## src/hdl/tmpm_pkg.sv

```systemverilog
`timescale 1ns / 1ps
`default_nettype none
// ----------------------------------------------------------------------------
// tmpm_pkg
// Types and fixed constants of the tiered motor protection monitor.
// ----------------------------------------------------------------------------
package tmpm_pkg;

   localparam int unsigned SampleW    = 12;
   localparam int unsigned AvgDepth   = 4;
   localparam int unsigned AvgShift   = $clog2(AvgDepth);
   localparam int unsigned SlotW      = $clog2(AvgDepth);
   localparam int unsigned SumW       = SampleW + AvgShift;
   localparam int unsigned CountW     = 32;
   localparam int unsigned DelayW     = 16;
   localparam int unsigned HotW       = 3;
   localparam int unsigned TierCount  = 4;
   localparam int unsigned FlagCount  = 7;
   localparam int unsigned CsrIndexW  = 3;

   localparam logic [CountW-1:0] ManageStep   = CountW'(2);
   localparam logic [CountW-1:0] ReloadValue  = CountW'(2);
   localparam logic [CountW-1:0] CountIdle    = '1;
   localparam logic [HotW-1:0]   HotConfirm   = HotW'(3);
   localparam logic [HotW-1:0]   HotMax       = '1;
   localparam logic [SampleW-1:0] LimitTop    = '1;

   typedef enum logic {
      OP_SAMPLE = 1'b0,
      OP_MANAGE = 1'b1
   } op_type;

   typedef enum logic [CsrIndexW-1:0] {
      CSR_VOLT_LOW    = 3'd0,
      CSR_CUR_ONE     = 3'd1,
      CSR_CUR_TWO     = 3'd2,
      CSR_CUR_THREE   = 3'd3,
      CSR_CUR_FOUR    = 3'd4,
      CSR_CUR_SHORT   = 3'd5,
      CSR_TEMP_TRIP   = 3'd6,
      CSR_UNUSED      = 3'd7
   } csr_index_type;

   typedef struct packed {
      logic                 over_temp;
      logic                 short_circuit;
      logic [TierCount-1:0] tiers;
      logic                 low_volt;
   } fault_type;

   typedef logic [SampleW-1:0] window_type [AvgDepth];

endpackage : tmpm_pkg
`default_nettype wire

```

## src/hdl/tiered_motor_protection_monitor.sv

```systemverilog
`timescale 1ns / 1ps
`default_nettype none
// ----------------------------------------------------------------------------
// tiered_motor_protection_monitor
// Moving-average fault detection with a tiered protection countdown.
// ----------------------------------------------------------------------------
// A request is taken into an input register; once the result register is free,
// one pass updates the three four-sample averaging windows, fault flags and
// over-temperature run count (sample requests) and the protection countdown,
// and loads the result register. One request per clock is sustained unless
// stalled; a request passes the input and then the result register. The pass
// (window sums, limit compares, delay minimum, 32-bit compares) sets the clock
// period. A result held under stall keeps the input register full and so
// stalls requests in the same cycle. The user must write limit registers via
// the csr port only while the block is idle, not enforced; index 7 is ignored.
module tiered_motor_protection_monitor
   import tmpm_pkg::*;
#(
   parameter int unsigned DELAY_TIER_ONE   = 3000,
   parameter int unsigned DELAY_TIER_TWO   = 600,
   parameter int unsigned DELAY_TIER_THREE = 100,
   parameter int unsigned DELAY_TIER_FOUR  = 20,
   parameter int unsigned DELAY_SHORT      = 10
) (
   input  wire logic                 clock,
   input  wire logic                 reset,
   // configuration
   input  wire logic                 csr_write_en,
   input  wire logic [CsrIndexW-1:0] csr_index,
   input  wire logic [SampleW-1:0]   csr_data,
   // requests
   input  wire logic                 req_valid,
   output      logic                 req_stall,
   input  wire logic                 req_op,
   input  wire logic [SampleW-1:0]   req_volt_sample,
   input  wire logic [SampleW-1:0]   req_current_sample,
   input  wire logic [SampleW-1:0]   req_temp_sample,
   // results
   output      logic                 rsp_valid,
   input  wire logic                 rsp_stall,
   output      logic                 rsp_low_volt_flag,
   output      logic [TierCount-1:0] rsp_over_cur_tiers,
   output      logic                 rsp_short_flag,
   output      logic                 rsp_over_temp_flag,
   output      logic [CountW-1:0]    rsp_protect_countdown,
   output      logic                 rsp_stop_request
);

   localparam logic [DelayW-1:0] DelayOne   = DelayW'(DELAY_TIER_ONE);
   localparam logic [DelayW-1:0] DelayTwo   = DelayW'(DELAY_TIER_TWO);
   localparam logic [DelayW-1:0] DelayThree = DelayW'(DELAY_TIER_THREE);
   localparam logic [DelayW-1:0] DelayFour  = DelayW'(DELAY_TIER_FOUR);
   localparam logic [DelayW-1:0] DelayShort = DelayW'(DELAY_SHORT);

   // limit registers
   logic [SampleW-1:0] volt_low_ff, cur_one_ff, cur_two_ff, cur_three_ff;
   logic [SampleW-1:0] cur_four_ff, cur_short_ff, temp_trip_ff;

   // input register
   logic               in_valid_ff;
   op_type             in_op_ff;
   logic [SampleW-1:0] in_volt_ff, in_cur_ff, in_temp_ff;

   // monitor state
   window_type         volt_win_ff, cur_win_ff, temp_win_ff;
   window_type         volt_win_in, cur_win_in, temp_win_in;
   logic [SlotW-1:0]   slot_ff, slot_in;
   logic               primed_ff;
   fault_type          flags_ff, flags_in;
   logic [HotW-1:0]    hot_cnt_ff, hot_cnt_in;
   logic [CountW-1:0]  countdown_ff, countdown_in;
   logic [CountW-1:0]  held_ff, held_in;
   logic               stop_in;

   // result register
   logic               out_valid_ff;
   fault_type          out_flags_ff;
   logic [CountW-1:0]  out_count_ff;
   logic               out_stop_ff;

   logic               advance;
   logic [SumW-1:0]    volt_sum, cur_sum, temp_sum;
   logic [SampleW-1:0] volt_avg, cur_avg, temp_avg;
   logic [DelayW-1:0]  delay_min;
   logic               any_trip;
   logic [CountW-1:0]  count_base;
   logic [CountW-1:0]  count_dec;
   logic [CountW-1:0]  delay_wide;

   assign advance   = in_valid_ff && (!out_valid_ff || !rsp_stall);
   assign req_stall = in_valid_ff && !advance;

   // ---------------------------------------------------------------- config
   always_ff @(posedge clock) begin
      if (reset) begin
         volt_low_ff  <= '0;
         cur_one_ff   <= LimitTop;
         cur_two_ff   <= LimitTop;
         cur_three_ff <= LimitTop;
         cur_four_ff  <= LimitTop;
         cur_short_ff <= LimitTop;
         temp_trip_ff <= '0;
      end else if (csr_write_en) begin
         unique case (csr_index_type'(csr_index))
            CSR_VOLT_LOW:  volt_low_ff  <= csr_data;
            CSR_CUR_ONE:   cur_one_ff   <= csr_data;
            CSR_CUR_TWO:   cur_two_ff   <= csr_data;
            CSR_CUR_THREE: cur_three_ff <= csr_data;
            CSR_CUR_FOUR:  cur_four_ff  <= csr_data;
            CSR_CUR_SHORT: cur_short_ff <= csr_data;
            CSR_TEMP_TRIP: temp_trip_ff <= csr_data;
            CSR_UNUSED: ;
            default: ;
         endcase
      end
   end

   // --------------------------------------------------------- input register
   always_ff @(posedge clock) begin
      if (reset) begin
         in_valid_ff <= 1'b0;
      end else if (!req_stall) begin
         in_valid_ff <= req_valid;
      end
   end

   always_ff @(posedge clock) begin
      if (req_valid && !req_stall) begin
         in_op_ff   <= op_type'(req_op);
         in_volt_ff <= req_volt_sample;
         in_cur_ff  <= req_current_sample;
         in_temp_ff <= req_temp_sample;
      end
   end

   // --------------------------------------------------------------- windows
   always_comb begin
      volt_win_in = volt_win_ff;
      cur_win_in  = cur_win_ff;
      temp_win_in = temp_win_ff;
      if (!primed_ff) begin
         // first sample fills every slot
         for (int i = 0; i < AvgDepth; i++) begin
            volt_win_in[i] = in_volt_ff;
            cur_win_in[i]  = in_cur_ff;
            temp_win_in[i] = in_temp_ff;
         end
      end else begin
         volt_win_in[slot_ff] = in_volt_ff;
         cur_win_in[slot_ff]  = in_cur_ff;
         temp_win_in[slot_ff] = in_temp_ff;
      end
   end

   always_comb begin
      volt_sum = '0;
      cur_sum  = '0;
      temp_sum = '0;
      for (int i = 0; i < AvgDepth; i++) begin
         volt_sum = volt_sum + SumW'(volt_win_in[i]);
         cur_sum  = cur_sum  + SumW'(cur_win_in[i]);
         temp_sum = temp_sum + SumW'(temp_win_in[i]);
      end
   end

   assign volt_avg = volt_sum[SumW-1:AvgShift];
   assign cur_avg  = cur_sum[SumW-1:AvgShift];
   assign temp_avg = temp_sum[SumW-1:AvgShift];

   assign slot_in = primed_ff ? slot_ff + SlotW'(1) : slot_ff;

   // ------------------------------------------------------------ fault logic
   always_comb begin
      flags_in               = '0;
      flags_in.low_volt      = volt_avg < volt_low_ff;
      flags_in.tiers[0]      = cur_avg > cur_one_ff;
      flags_in.tiers[1]      = cur_avg > cur_two_ff;
      flags_in.tiers[2]      = cur_avg > cur_three_ff;
      flags_in.tiers[3]      = cur_avg > cur_four_ff;
      flags_in.short_circuit = cur_avg > cur_short_ff;
      if (temp_avg < temp_trip_ff) begin
         flags_in.over_temp = (hot_cnt_ff > HotConfirm) ? 1'b1 : flags_ff.over_temp;
         hot_cnt_in = (hot_cnt_ff == HotMax) ? hot_cnt_ff : hot_cnt_ff + HotW'(1);
      end else begin
         flags_in.over_temp = 1'b0;
         hot_cnt_in = '0;
      end
   end

   // smallest delay among the tripped levels, kept at delay width
   always_comb begin
      delay_min = '1;
      if (flags_in.low_volt && DelayThree < delay_min) delay_min = DelayThree;
      if (flags_in.tiers[0] && DelayOne < delay_min)   delay_min = DelayOne;
      if (flags_in.tiers[1] && DelayTwo < delay_min)   delay_min = DelayTwo;
      if (flags_in.tiers[2] && DelayThree < delay_min) delay_min = DelayThree;
      if (flags_in.tiers[3] && DelayFour < delay_min)  delay_min = DelayFour;
      if (flags_in.short_circuit && DelayShort < delay_min) delay_min = DelayShort;
   end

   // low voltage mins against the live countdown, otherwise the held value
   assign any_trip   = flags_in.low_volt || (|flags_in.tiers) || flags_in.short_circuit;
   assign count_base = flags_in.low_volt ? countdown_ff : held_ff;
   assign delay_wide = CountW'(delay_min);
   assign count_dec  = countdown_ff - ManageStep;

   always_comb begin
      countdown_in = countdown_ff;
      held_in      = held_ff;
      stop_in      = 1'b0;
      unique case (in_op_ff)
         OP_SAMPLE: begin
            countdown_in = (any_trip && delay_wide < count_base) ? delay_wide : count_base;
            held_in      = countdown_in;
         end
         OP_MANAGE: begin
            if (count_dec == '0) begin
               countdown_in = ReloadValue;
               stop_in      = 1'b1;
            end else begin
               countdown_in = count_dec;
            end
            if (flags_ff != '0) stop_in = 1'b1;
         end
         default: ;
      endcase
   end

   // ----------------------------------------------------------- state update
   always_ff @(posedge clock) begin
      if (reset) begin
         slot_ff      <= '0;
         primed_ff    <= 1'b0;
         flags_ff     <= '0;
         hot_cnt_ff   <= '0;
         countdown_ff <= CountIdle;
         held_ff      <= CountIdle;
         for (int i = 0; i < AvgDepth; i++) begin
            volt_win_ff[i] <= '0;
            cur_win_ff[i]  <= '0;
            temp_win_ff[i] <= '0;
         end
      end else if (advance) begin
         countdown_ff <= countdown_in;
         held_ff      <= held_in;
         if (in_op_ff == OP_SAMPLE) begin
            volt_win_ff <= volt_win_in;
            cur_win_ff  <= cur_win_in;
            temp_win_ff <= temp_win_in;
            slot_ff     <= slot_in;
            primed_ff   <= 1'b1;
            flags_ff    <= flags_in;
            hot_cnt_ff  <= hot_cnt_in;
         end
      end
   end

   // --------------------------------------------------------- result register
   always_ff @(posedge clock) begin
      if (reset) begin
         out_valid_ff <= 1'b0;
      end else if (advance) begin
         out_valid_ff <= 1'b1;
      end else if (!rsp_stall) begin
         out_valid_ff <= 1'b0;
      end
   end

   always_ff @(posedge clock) begin
      if (advance) begin
         out_flags_ff <= (in_op_ff == OP_SAMPLE) ? flags_in : flags_ff;
         out_count_ff <= countdown_in;
         out_stop_ff  <= stop_in;
      end
   end

   assign rsp_valid             = out_valid_ff;
   assign rsp_low_volt_flag     = out_flags_ff.low_volt;
   assign rsp_over_cur_tiers    = out_flags_ff.tiers;
   assign rsp_short_flag        = out_flags_ff.short_circuit;
   assign rsp_over_temp_flag    = out_flags_ff.over_temp;
   assign rsp_protect_countdown = out_count_ff;
   assign rsp_stop_request      = out_stop_ff;

   // ------------------------------------------------------------- assertions
   // the countdown reloads before it can reach zero
   assert property (@(posedge clock) disable iff (reset) countdown_ff != '0)
      else $error("protection countdown reached zero");

   // a sample request leaves the held value equal to the countdown
   assert property (@(posedge clock) disable iff (reset)
      (advance && in_op_ff == OP_SAMPLE) |=> (held_ff == countdown_ff))
      else $error("held countdown out of step after sample");

   // over temperature only after five low readings in a row
   assert property (@(posedge clock) disable iff (reset)
      flags_ff.over_temp |-> (hot_cnt_ff > HotConfirm + HotW'(1)))
      else $error("over temperature flag without a confirmed run");

   // a result waiting under stall is never overwritten
   assert property (@(posedge clock) disable iff (reset)
      (out_valid_ff && rsp_stall) |-> !advance)
      else $error("result register overwritten while stalled");

endmodule : tiered_motor_protection_monitor
`default_nettype wire

```

## config.mk

```make
export PLATFORM = sky130hd
export DESIGN_NAME = tiered_motor_protection_monitor
export DESIGN_NICKNAME = d
export VERILOG_FILES = /design/src/hdl/tmpm_pkg.sv /design/src/hdl/tiered_motor_protection_monitor.sv
export SDC_FILE = /design/constraint.sdc
export NUM_CORES = 1
export LEC_CHECK = 0
export BUFFER_PORTS_ARGS = -buffer_cell sky130_fd_sc_hd__buf_4
export CAP_MARGIN = 20
export CORE_MARGIN = 3
export CORE_UTILIZATION = 55
export DETAILED_ROUTE_END_ITERATION = 10
export HOLD_SLACK_MARGIN = 0.15
export PLACE_DENSITY = 0.73
export SLEW_MARGIN = 20
export SYNTH_ARGS = -nofsm -noshare
export SYNTH_HDL_FRONTEND = slang
export SYNTH_SLANG_ARGS = --single-unit
```

## constraint.sdc

```tcl
create_clock -name clock -period 25.4 [get_ports clock]
set_clock_uncertainty 0.05 [all_clocks]
set_input_delay 1.27 -clock clock [delete_from_list [all_inputs] [get_ports clock]]
set_output_delay 1.27 -clock clock [all_outputs]
set_load 0.01 [all_outputs]
```

==> results.py, run 1 <==
metrics = {
    "worst_hold_path": {
        "worst_hold_path.num_cells": 2,
        "worst_hold_path.endpoint": "held_ff[15]$_SDFFE_PP1P_",
        "hold_path.class": "reg2reg",
        "hold_start": "held_ff[15]$_SDFFE_PP1P_",
    },
    "yosys": {
        "largest_family_of_logic_cells_by_synthesized_area": "simple AND/OR/NAND/NOR gates",
        "post-synth-top-area-fraction_pct": 27.8,
        "ys_seq_elements": 384,
        "post_synth_instance_area_um2": 22100,
        "synth_fa_ha_area_share_pct": 14.3,
        "post_synth_xor_area_fraction_pct": 2.06,
        "synth.largest_area_cell": "sky130_fd_sc_hd__dfxtp_1",
        "most_instantiated_flip_flop_cell_in_the_synthesis_netlist": "sky130_fd_sc_hd__dfxtp_1",
        "asyncSetResetFlopFracSynth_pct": 0,
        "synth_compound_area_share_pct": 13.7,
        "ys_types": 82,
        "number_of_enable_flip_flop_cells_after_synthesis": 77,
        "ys_top_cells_by_area": "sky130_fd_sc_hd__dfxtp_1 28%, sky130_fd_sc_hd__edfxtp_1 10%, sky130_fd_sc_hd__ha_1 7.8%",
        "post-synth-top-count-cell": "sky130_fd_sc_hd__nor2_1",
        "ys_top_cells_by_count": "332 x sky130_fd_sc_hd__nor2_1, 307 x sky130_fd_sc_hd__dfxtp_1, 214 x sky130_fd_sc_hd__nand2_1",
        "synthMuxAreaShare_pct": 8.27,
        "yosysWarnings": 0,
        "post_synthesis_net_count": 2715,
        "post_synth.cell_area_avg_um2": 9.03,
        "netlist_instances": 2448,
        "ys_seq_area_share_pct": 38.3,
        "synth_simple_gate_area_share_pct": 17.8,
    },
    "floorplan": {
        "die_height_um": 206,
        "initial_core_util_pct": 56.4,
        "rows": 72,
        "boundaryPins": 99,
        "die_area_um2": 42600,
        "chipWidth_um": 206,
        "coreArea_um2": 39200,
    },
    "placement": {
        "dp_worst_setup_slack_ns": 14.78,
        "detailedPlacementHpwl_um": 38700,
        "numPlacedInstances": 2942,
        "numPortBuffers": 98,
        "gp_routability_congestion": 0.897,
        "placement.cell_area_um2": 23100,
    },
    "routing": {
        "detailedRoute.firstPassIterationCount": 6,
        "antenna_violating_nets_post_route": 0,
        "first_iter_violations": 1218,
        "via_count": 17700,
        "routed_wl_um": 55900,
        "per_cell_via_count_in_the_routed_design": 5.87,
        "drc": 0,
        "routedWlPerCell_um": 18.5,
    },
    "cts": {
        "tritoncts": "yes",
        "insertion_delay_to_the_later_sink_of_the_worst_skew_pair_ns": 0.58,
        "cts_max_level": 2,
        "clock_sinks": 384,
        "cts_buffer_depth": 3,
        "clock_transition_at_path_regs_ns": 0.06,
        "cts_setup_buffers": 0,
        "cts-resized-gates": 0,
        "cts_root_buffer": "sky130_fd_sc_hd__clkbuf_16",
        "cts-buffers-inserted": 42,
        "hold_fix_buffer_count_after_cts": 0,
    },
    "cells_and_area": {
        "layout.cells.non_filler": 3020,
        "area_growth_pct": 10.7,
        "num_antenna_cells": 0,
        "fraction_of_layout_cells_with_a_size_suffix_above_1_pct": 13.9,
        "nets": 2735,
        "design_area_um2": 24500,
    },
    "critical_path": {
        "critPathLaunchType": "flop",
        "crit_path_end_kind": "flop",
        "timing_worst_setup_path_type": "reg2reg",
        "biggest_cell_delay_along_the_critical_path_ns": 0.56,
        "critPathRequiredTime_ns": 25.81,
        "reg2reg_depth": 37,
        "crit_path_frequent_cell": "sky130_fd_sc_hd__ha_1",
        "regToRegEndpoint": "held_ff[0]$_SDFFE_PP1P_",
        "cp_slowest_cell": "sky130_fd_sc_hd__o21ai_0",
        "ff2ff_setup_slack_ns": 14.59,
        "worstPathMaxFanout": 26,
        "crit-reg2reg-launch": "slot_ff[1]$_SDFFE_PP0P_",
        "worstPathArrival_ns": 11.22,
    },
    "global_routing": {
        "grt_start_max_net_pins": 99,
        "wire_length_of_the_first_global_routing_pass_um": 90200,
        "grt_antenna_before_repair": 0,
        "global_route.overflow_total": 0,
        "grt_util_all_layers_pct": 26.3,
        "grt_pass1_vias": 17600,
    },
    "timing": {
        "slew-limit-headroom_pct": 27.0,
        "setup_tns_ns": 0,
        "finalHoldViolations": 0,
        "unrepaired_setup_endpoints_after_global_routing": "false",
        "timing_max_transition_violations_final": 0,
        "fmax_mhz": 92.5,
        "count_of_final_setup_violators": 0,
        "timing_worst_slew_pin_value_ns": 1.09,
        "fin_ws_ns": 14.59,
        "layout_min_cycle_time_ns": 10.81,
        "min_period_over_period_pct": 42.6,
    },
    "power_and_ir_drop": {
        "irDropWorstVdd_uv": 79.5,
        "power_density_nw_per_um2": 99.4,
        "static_leakage_nw": 10.3,
    },
    "run_status": {
        "run_status": "complete, no violations",
    },
    "flow_run": {
        "number_of_violations_of_the_max_capacitance_limit": 0,
    },
}
-- cells by family (layout without fill, tap and decap cells) --
family | after synthesis | after routing
AOI/OAI and AO/OA | 445 | 445
xor gates and xnor gates | 52 | 52
adders and majority gates | 210 | 210
buffers and inverters | 323 | 377
DFF | 384 | 384
muxes | 167 | 167
and+or+nand+nor | 867 | 867
-- layout by cell type, fill, tap and decap left out, types with 77 or more instances in the layout --
cell type	instances
sky130_fd_sc_hd__mux2_2	124
sky130_fd_sc_hd__inv_1	177
sky130_fd_sc_hd__ha_1	138
sky130_fd_sc_hd__edfxtp_1	77
sky130_fd_sc_hd__nor2_1	331
sky130_fd_sc_hd__a21oi_1	106
sky130_fd_sc_hd__dfxtp_1	307
sky130_fd_sc_hd__nand2_1	213
sky130_fd_sc_hd__o211ai_1	77
sky130_fd_sc_hd__nor3_1	150
sky130_fd_sc_hd__buf_4	119
-- state kept, by name, summed over array words and instances (netlist names), 2 cells and up --
signal                 flops
cur_one_ff                12
in_volt_ff                12
temp_trip_ff              12
temp_win_ff               48
in_cur_ff                 12
hot_cnt_ff                 3
volt_win_ff               48
rsp_over_cur_tiers         4
held_ff                   32
slot_ff                    2
flags_ff                   7
in_temp_ff                12
countdown_ff              32
cur_short_ff              12
cur_three_ff              12
volt_low_ff               12
cur_win_ff                48
cur_four_ff               12
rsp_protect_countdown     32
cur_two_ff                12
-- area by class of cell --
type	instances	area, um^2
repair buffers	120	905
inverters	179	672
fillers	3268	14700
well taps	518	648
clock inverters	23	185
clock buffers	55	1160
multi-input cells	1741	12400
flip-flops and latches	384	8460
-- how the worst max path moves through the flow --
stage	endpoint	slack [ns]	startpoint
2_1_floorplan	countdown_ff[1]$_SDFFE_PP1P_	16.23	slot_ff[1]$_SDFFE_PP0P_
3_3_place_gp	held_ff[0]$_SDFFE_PP1P_	15.05	slot_ff[0]$_SDFFE_PP0P_
3_5_place_dp	held_ff[0]$_SDFFE_PP1P_	14.78	slot_ff[1]$_SDFFE_PP0P_
4_1_cts	held_ff[0]$_SDFFE_PP1P_	14.77	slot_ff[1]$_SDFFE_PP0P_
5_1_grt	held_ff[0]$_SDFFE_PP1P_	13.94	slot_ff[1]$_SDFFE_PP0P_
6_report	held_ff[0]$_SDFFE_PP1P_	14.59	slot_ff[1]$_SDFFE_PP0P_
-- critical path: cells and delay by family (launching register included) --
family                     cells  cell delay (ns)
AOI/OAI and AO/OA             14             3.56
adders and majority gates      6             2.23
and+or+nand+nor                9             2.05
buffers and inverters          5             1.30
muxes                          2             0.61
xor gates and xnor gates       1             0.51
DFF                            1             0.38
-- metal layers --
layer	wire length (um)	track usage (%)	up-vias
li1	-	-	8590
met1	23800	34.1	8506
met2	26800	44.4	507
met3	3430	4.25	133
met4	1890	9.75	0
met5	0	0	-
-- report_power, final --
group | total, W | internal [W] | switching, W | leakage, nW
clock network | 0.000597 | 0.000344 | 0.000254 | 0.664
logic | 0.00111 | 0.000424 | 0.000687 | 6.35
registers | 0.000723 | 0.000683 | 0.0000400 | 3.24
-- stage by stage --
stage | utilization [%] | hold WS (ns) | total power [W]
after floorplan | - | 0.365 | 0.00151
after global placement | 59.0 | 0.374 | 0.00179
after detailed placement | 59.0 | 0.386 | 0.00183
after CTS | 62.4 | 0.394 | 0.00243
after global routing | 62.4 | 0.410 | 0.00259
final | 62.4 | 0.391 | 0.00243
Note: power is estimated with default switching activity, not from simulation.
==> run 2: changes to the inputs <==
- ABC_AREA: not set -> 1
- clock period: 25.4 -> 11.2 ns (I/O delays scaled with it)
==> results.py, run 2 <==
metrics = {
    "run_status": {
        "run_status": "complete, no violations",
    },
    "timing": {
        "setup_tns_ns": 0,
        "hold_ws_ns": 0.238,
        "min_period_over_period_pct": 85.8,
        "unrepaired_setup_endpoints_after_global_routing": "false",
        "timing_max_transition_violations_final": 0,
        "fmax_mhz": 104,
        "slew-limit-headroom_pct": 28.5,
        "finalHoldViolations": 0,
        "count_of_final_setup_violators": 0,
        "timing_worst_slew_pin_value_ns": 1.07,
        "layout_min_cycle_time_ns": 9.61,
    },
    "routing": {
        "first_iter_violations": 1185,
        "via_count": 18800,
        "routed_wl_um": 53600,
        "drc": 0,
        "per_cell_via_count_in_the_routed_design": 5.45,
        "detailedRoute.firstPassIterationCount": 8,
        "routedWlPerCell_um": 15.5,
        "antenna_violating_nets_post_route": 0,
    },
    "floorplan": {
        "coreArea_um2": 39000,
        "boundaryPins": 99,
        "initial_core_util_pct": 56.1,
        "die_height_um": 205,
        "rows": 72,
        "die_area_um2": 42200,
        "chipWidth_um": 205,
    },
    "critical_path": {
        "worstPathMaxFanout": 47,
        "crit_path_end_kind": "flop",
        "crit_path_frequent_cell": "sky130_fd_sc_hd__nand2_1",
        "critPathLaunchType": "flop",
        "biggest_cell_delay_along_the_critical_path_ns": 0.61,
        "cp_slowest_cell": "sky130_fd_sc_hd__or2_2",
        "worstPathArrival_ns": 9.88,
        "timing_worst_setup_path_type": "reg2reg",
        "critPathRequiredTime_ns": 11.47,
    },
    "cts": {
        "cts-resized-gates": 0,
        "cts_root_buffer": "sky130_fd_sc_hd__clkbuf_16",
        "cts_buffer_depth": 3,
        "clock_sinks": 384,
        "insertion_delay_to_the_later_sink_of_the_worst_skew_pair_ns": 0.57,
        "cts_max_level": 2,
        "clock_transition_at_path_regs_ns": 0.06,
        "tritoncts": "yes",
        "cts-buffers-inserted": 42,
    },
    "yosys": {
        "post-synth-top-area-fraction_pct": 28.1,
        "ys_seq_area_share_pct": 38.6,
        "asyncSetResetFlopFracSynth_pct": 0,
        "post_synth.cell_area_avg_um2": 7.70,
        "ys_top_cells_by_area": "sky130_fd_sc_hd__dfxtp_1 28%, sky130_fd_sc_hd__edfxtp_1 11%, sky130_fd_sc_hd__nand2_1 9.8%",
        "post_synthesis_net_count": 3111,
        "most_instantiated_flip_flop_cell_in_the_synthesis_netlist": "sky130_fd_sc_hd__dfxtp_1",
        "post-synth-top-count-cell": "sky130_fd_sc_hd__nand2_1",
        "ys_seq_elements": 384,
        "netlist_instances": 2844,
        "number_of_enable_flip_flop_cells_after_synthesis": 77,
        "yosysWarnings": 0,
        "ys_types": 47,
        "ys_top_cells_by_count": "571 x sky130_fd_sc_hd__nand2_1, 430 x sky130_fd_sc_hd__inv_1, 343 x sky130_fd_sc_hd__o21ai_0",
        "synth.largest_area_cell": "sky130_fd_sc_hd__dfxtp_1",
        "post_synth_instance_area_um2": 21900,
    },
    "cells_and_area": {
        "nets": 3166,
        "area_growth_pct": 12.5,
        "biggestRegsByFlops": "cur_win_ff: 48 flops, temp_win_ff: 48 flops, volt_win_ff: 48 flops",
        "fraction_of_layout_cells_with_a_size_suffix_above_1_pct": 7.36,
        "mostFrequentLayoutCell": "sky130_fd_sc_hd__nand2_1",
        "design_area_um2": 24600,
        "mostFrequentLayoutCells": "571 x sky130_fd_sc_hd__nand2_1, 428 x sky130_fd_sc_hd__inv_1, 343 x sky130_fd_sc_hd__o21ai_0, 336 x sky130_fd_sc_hd__a21oi_1, 307 x sky130_fd_sc_hd__dfxtp_1",
        "layout.cells.non_filler": 3451,
        "final_core_util_pct": 63.1,
        "filler_cell_count": 3323,
        "num_antenna_cells": 0,
    },
    "power_and_ir_drop": {
        "static_leakage_nw": 11.2,
        "power_density_nw_per_um2": 226,
        "irDropWorstVdd_uv": 179,
    },
    "global_routing": {
        "grt_pass1_vias": 18100,
        "global_route.overflow_total": 0,
        "grt_start_max_net_pins": 181,
        "wire_length_of_the_first_global_routing_pass_um": 87800,
        "grt_util_all_layers_pct": 25.3,
        "grt_antenna_before_repair": 0,
    },
    "placement": {
        "detailedPlacementHpwl_um": 36000,
        "numPlacedInstances": 3336,
        "placement.cell_area_um2": 22900,
        "gp_routability_congestion": 0.907,
        "numPortBuffers": 98,
    },
    "worst_hold_path": {
        "hold_path.class": "in2reg",
    },
    "flow_run": {
        "number_of_violations_of_the_max_capacitance_limit": 0,
    },
}
==> run 2: cell count changes after synthesis, moves of 124 or more <==
| cell | delta |
|---|---|
| sky130_fd_sc_hd__mux2_2 | -124 |
| sky130_fd_sc_hd__nor3_1 | -146 |
| sky130_fd_sc_hd__o21ai_0 | +271 |
| sky130_fd_sc_hd__nand2_1 | +357 |
| sky130_fd_sc_hd__inv_1 | +252 |
| sky130_fd_sc_hd__a21oi_1 | +230 |
| sky130_fd_sc_hd__nor2_1 | -208 |
==> run 2: critical path: cells and delay by family, from the launching register on <==
family	cells	cell delay [ns]
buf+inv	4	0.29
simple gates	21	3.81
flops	1	0.37
fa+ha+maj	6	2.31
compound gates	10	2.50
==> run 2: cell families (layout without fill, tap and decap cells) <==
| group | count (synthesis) | in the layout | synth area share (%) |
|---|---|---|---|
| and+or+nand+nor | 847 | 847 | 15.9 |
| DFF | 384 | 384 | 38.6 |
| AOI/OAI and AO/OA | 771 | 771 | 18.6 |
| adders and majority gates | 210 | 210 | 14.5 |
| xor gates and xnor gates | 51 | 51 | 2.04 |
| buffers and inverters | 579 | 668 | 10.2 |
| muxes | 2 | 2 | 0.0915 |
==> run 2: power by group <==
group | switching (W) | leakage [nW] | internal, W | total, W
clock network | 0.000566 | 0.679 | 0.000827 | 0.00139
registers | 0.0000560 | 3.25 | 0.00154 | 0.00159
logic | 0.00169 | 7.25 | 0.000885 | 0.00257
==> run 2: layout make-up <==
type	count	area, um^2	area share [%]
Timing Repair Buffer	155	1260	5.12
Clock inverter	15	125	0.508
Multi-Input combinational cell	1881	11200	45.6
Clock buffer	63	1260	5.14
Sequential cell	384	8460	34.4
Tap cell	518	648	2.63
Inverter	435	1640	6.67
==> run 2: timing repair <==
action                                 4_1_cts  5_1_grt
endpoints found under the hold margin       37        0
buffers inserted                             0        0
hold buffers                                37        0
==> run 2: metrics by stage <==
stage,total power [W],setup slack (ns)
final,0.00556,1.59
after global routing,0.00601,0.732
after CTS,0.00556,1.63
after detailed placement,0.00414,1.70
after global placement,0.00403,1.99
after floorplan,0.00354,3.71
==> run 2: final timing paths <==
| check | cells after the start | start | slack, ns | endpoint |
|---|---|---|---|---|
| worst max register to register | 41 | slot_ff[0]$_SDFFE_PP0P_ | 1.59 | rsp_protect_countdown[1]$_DFFE_PP_ |
| worst max-delay path | 41 | slot_ff[0]$_SDFFE_PP0P_ | 1.59 | rsp_protect_countdown[1]$_DFFE_PP_ |
| worst min register to register | 2 | volt_win_ff[1]$_SDFFE_PP0P_ | 0.40 | volt_win_ff[1]$_SDFFE_PP0P_ |
| worst min-delay path | 3 | rsp_stall | 0.24 | rsp_valid$_SDFFE_PP0P_ |
==> run 2: layer usage <==
metal / share of wire [%] / global-route usage (%) / up-vias / routed length, um
li1: - / - / 9375 / -
met1: 43 / 32.7 / 8794 / 23200
met2: 49 / 43.7 / 523 / 26200
met3: 5.2 / 3.08 / 108 / 2790
met4: 2.6 / 8.62 / 0 / 1420
met5: 0 / 0 / - / 0
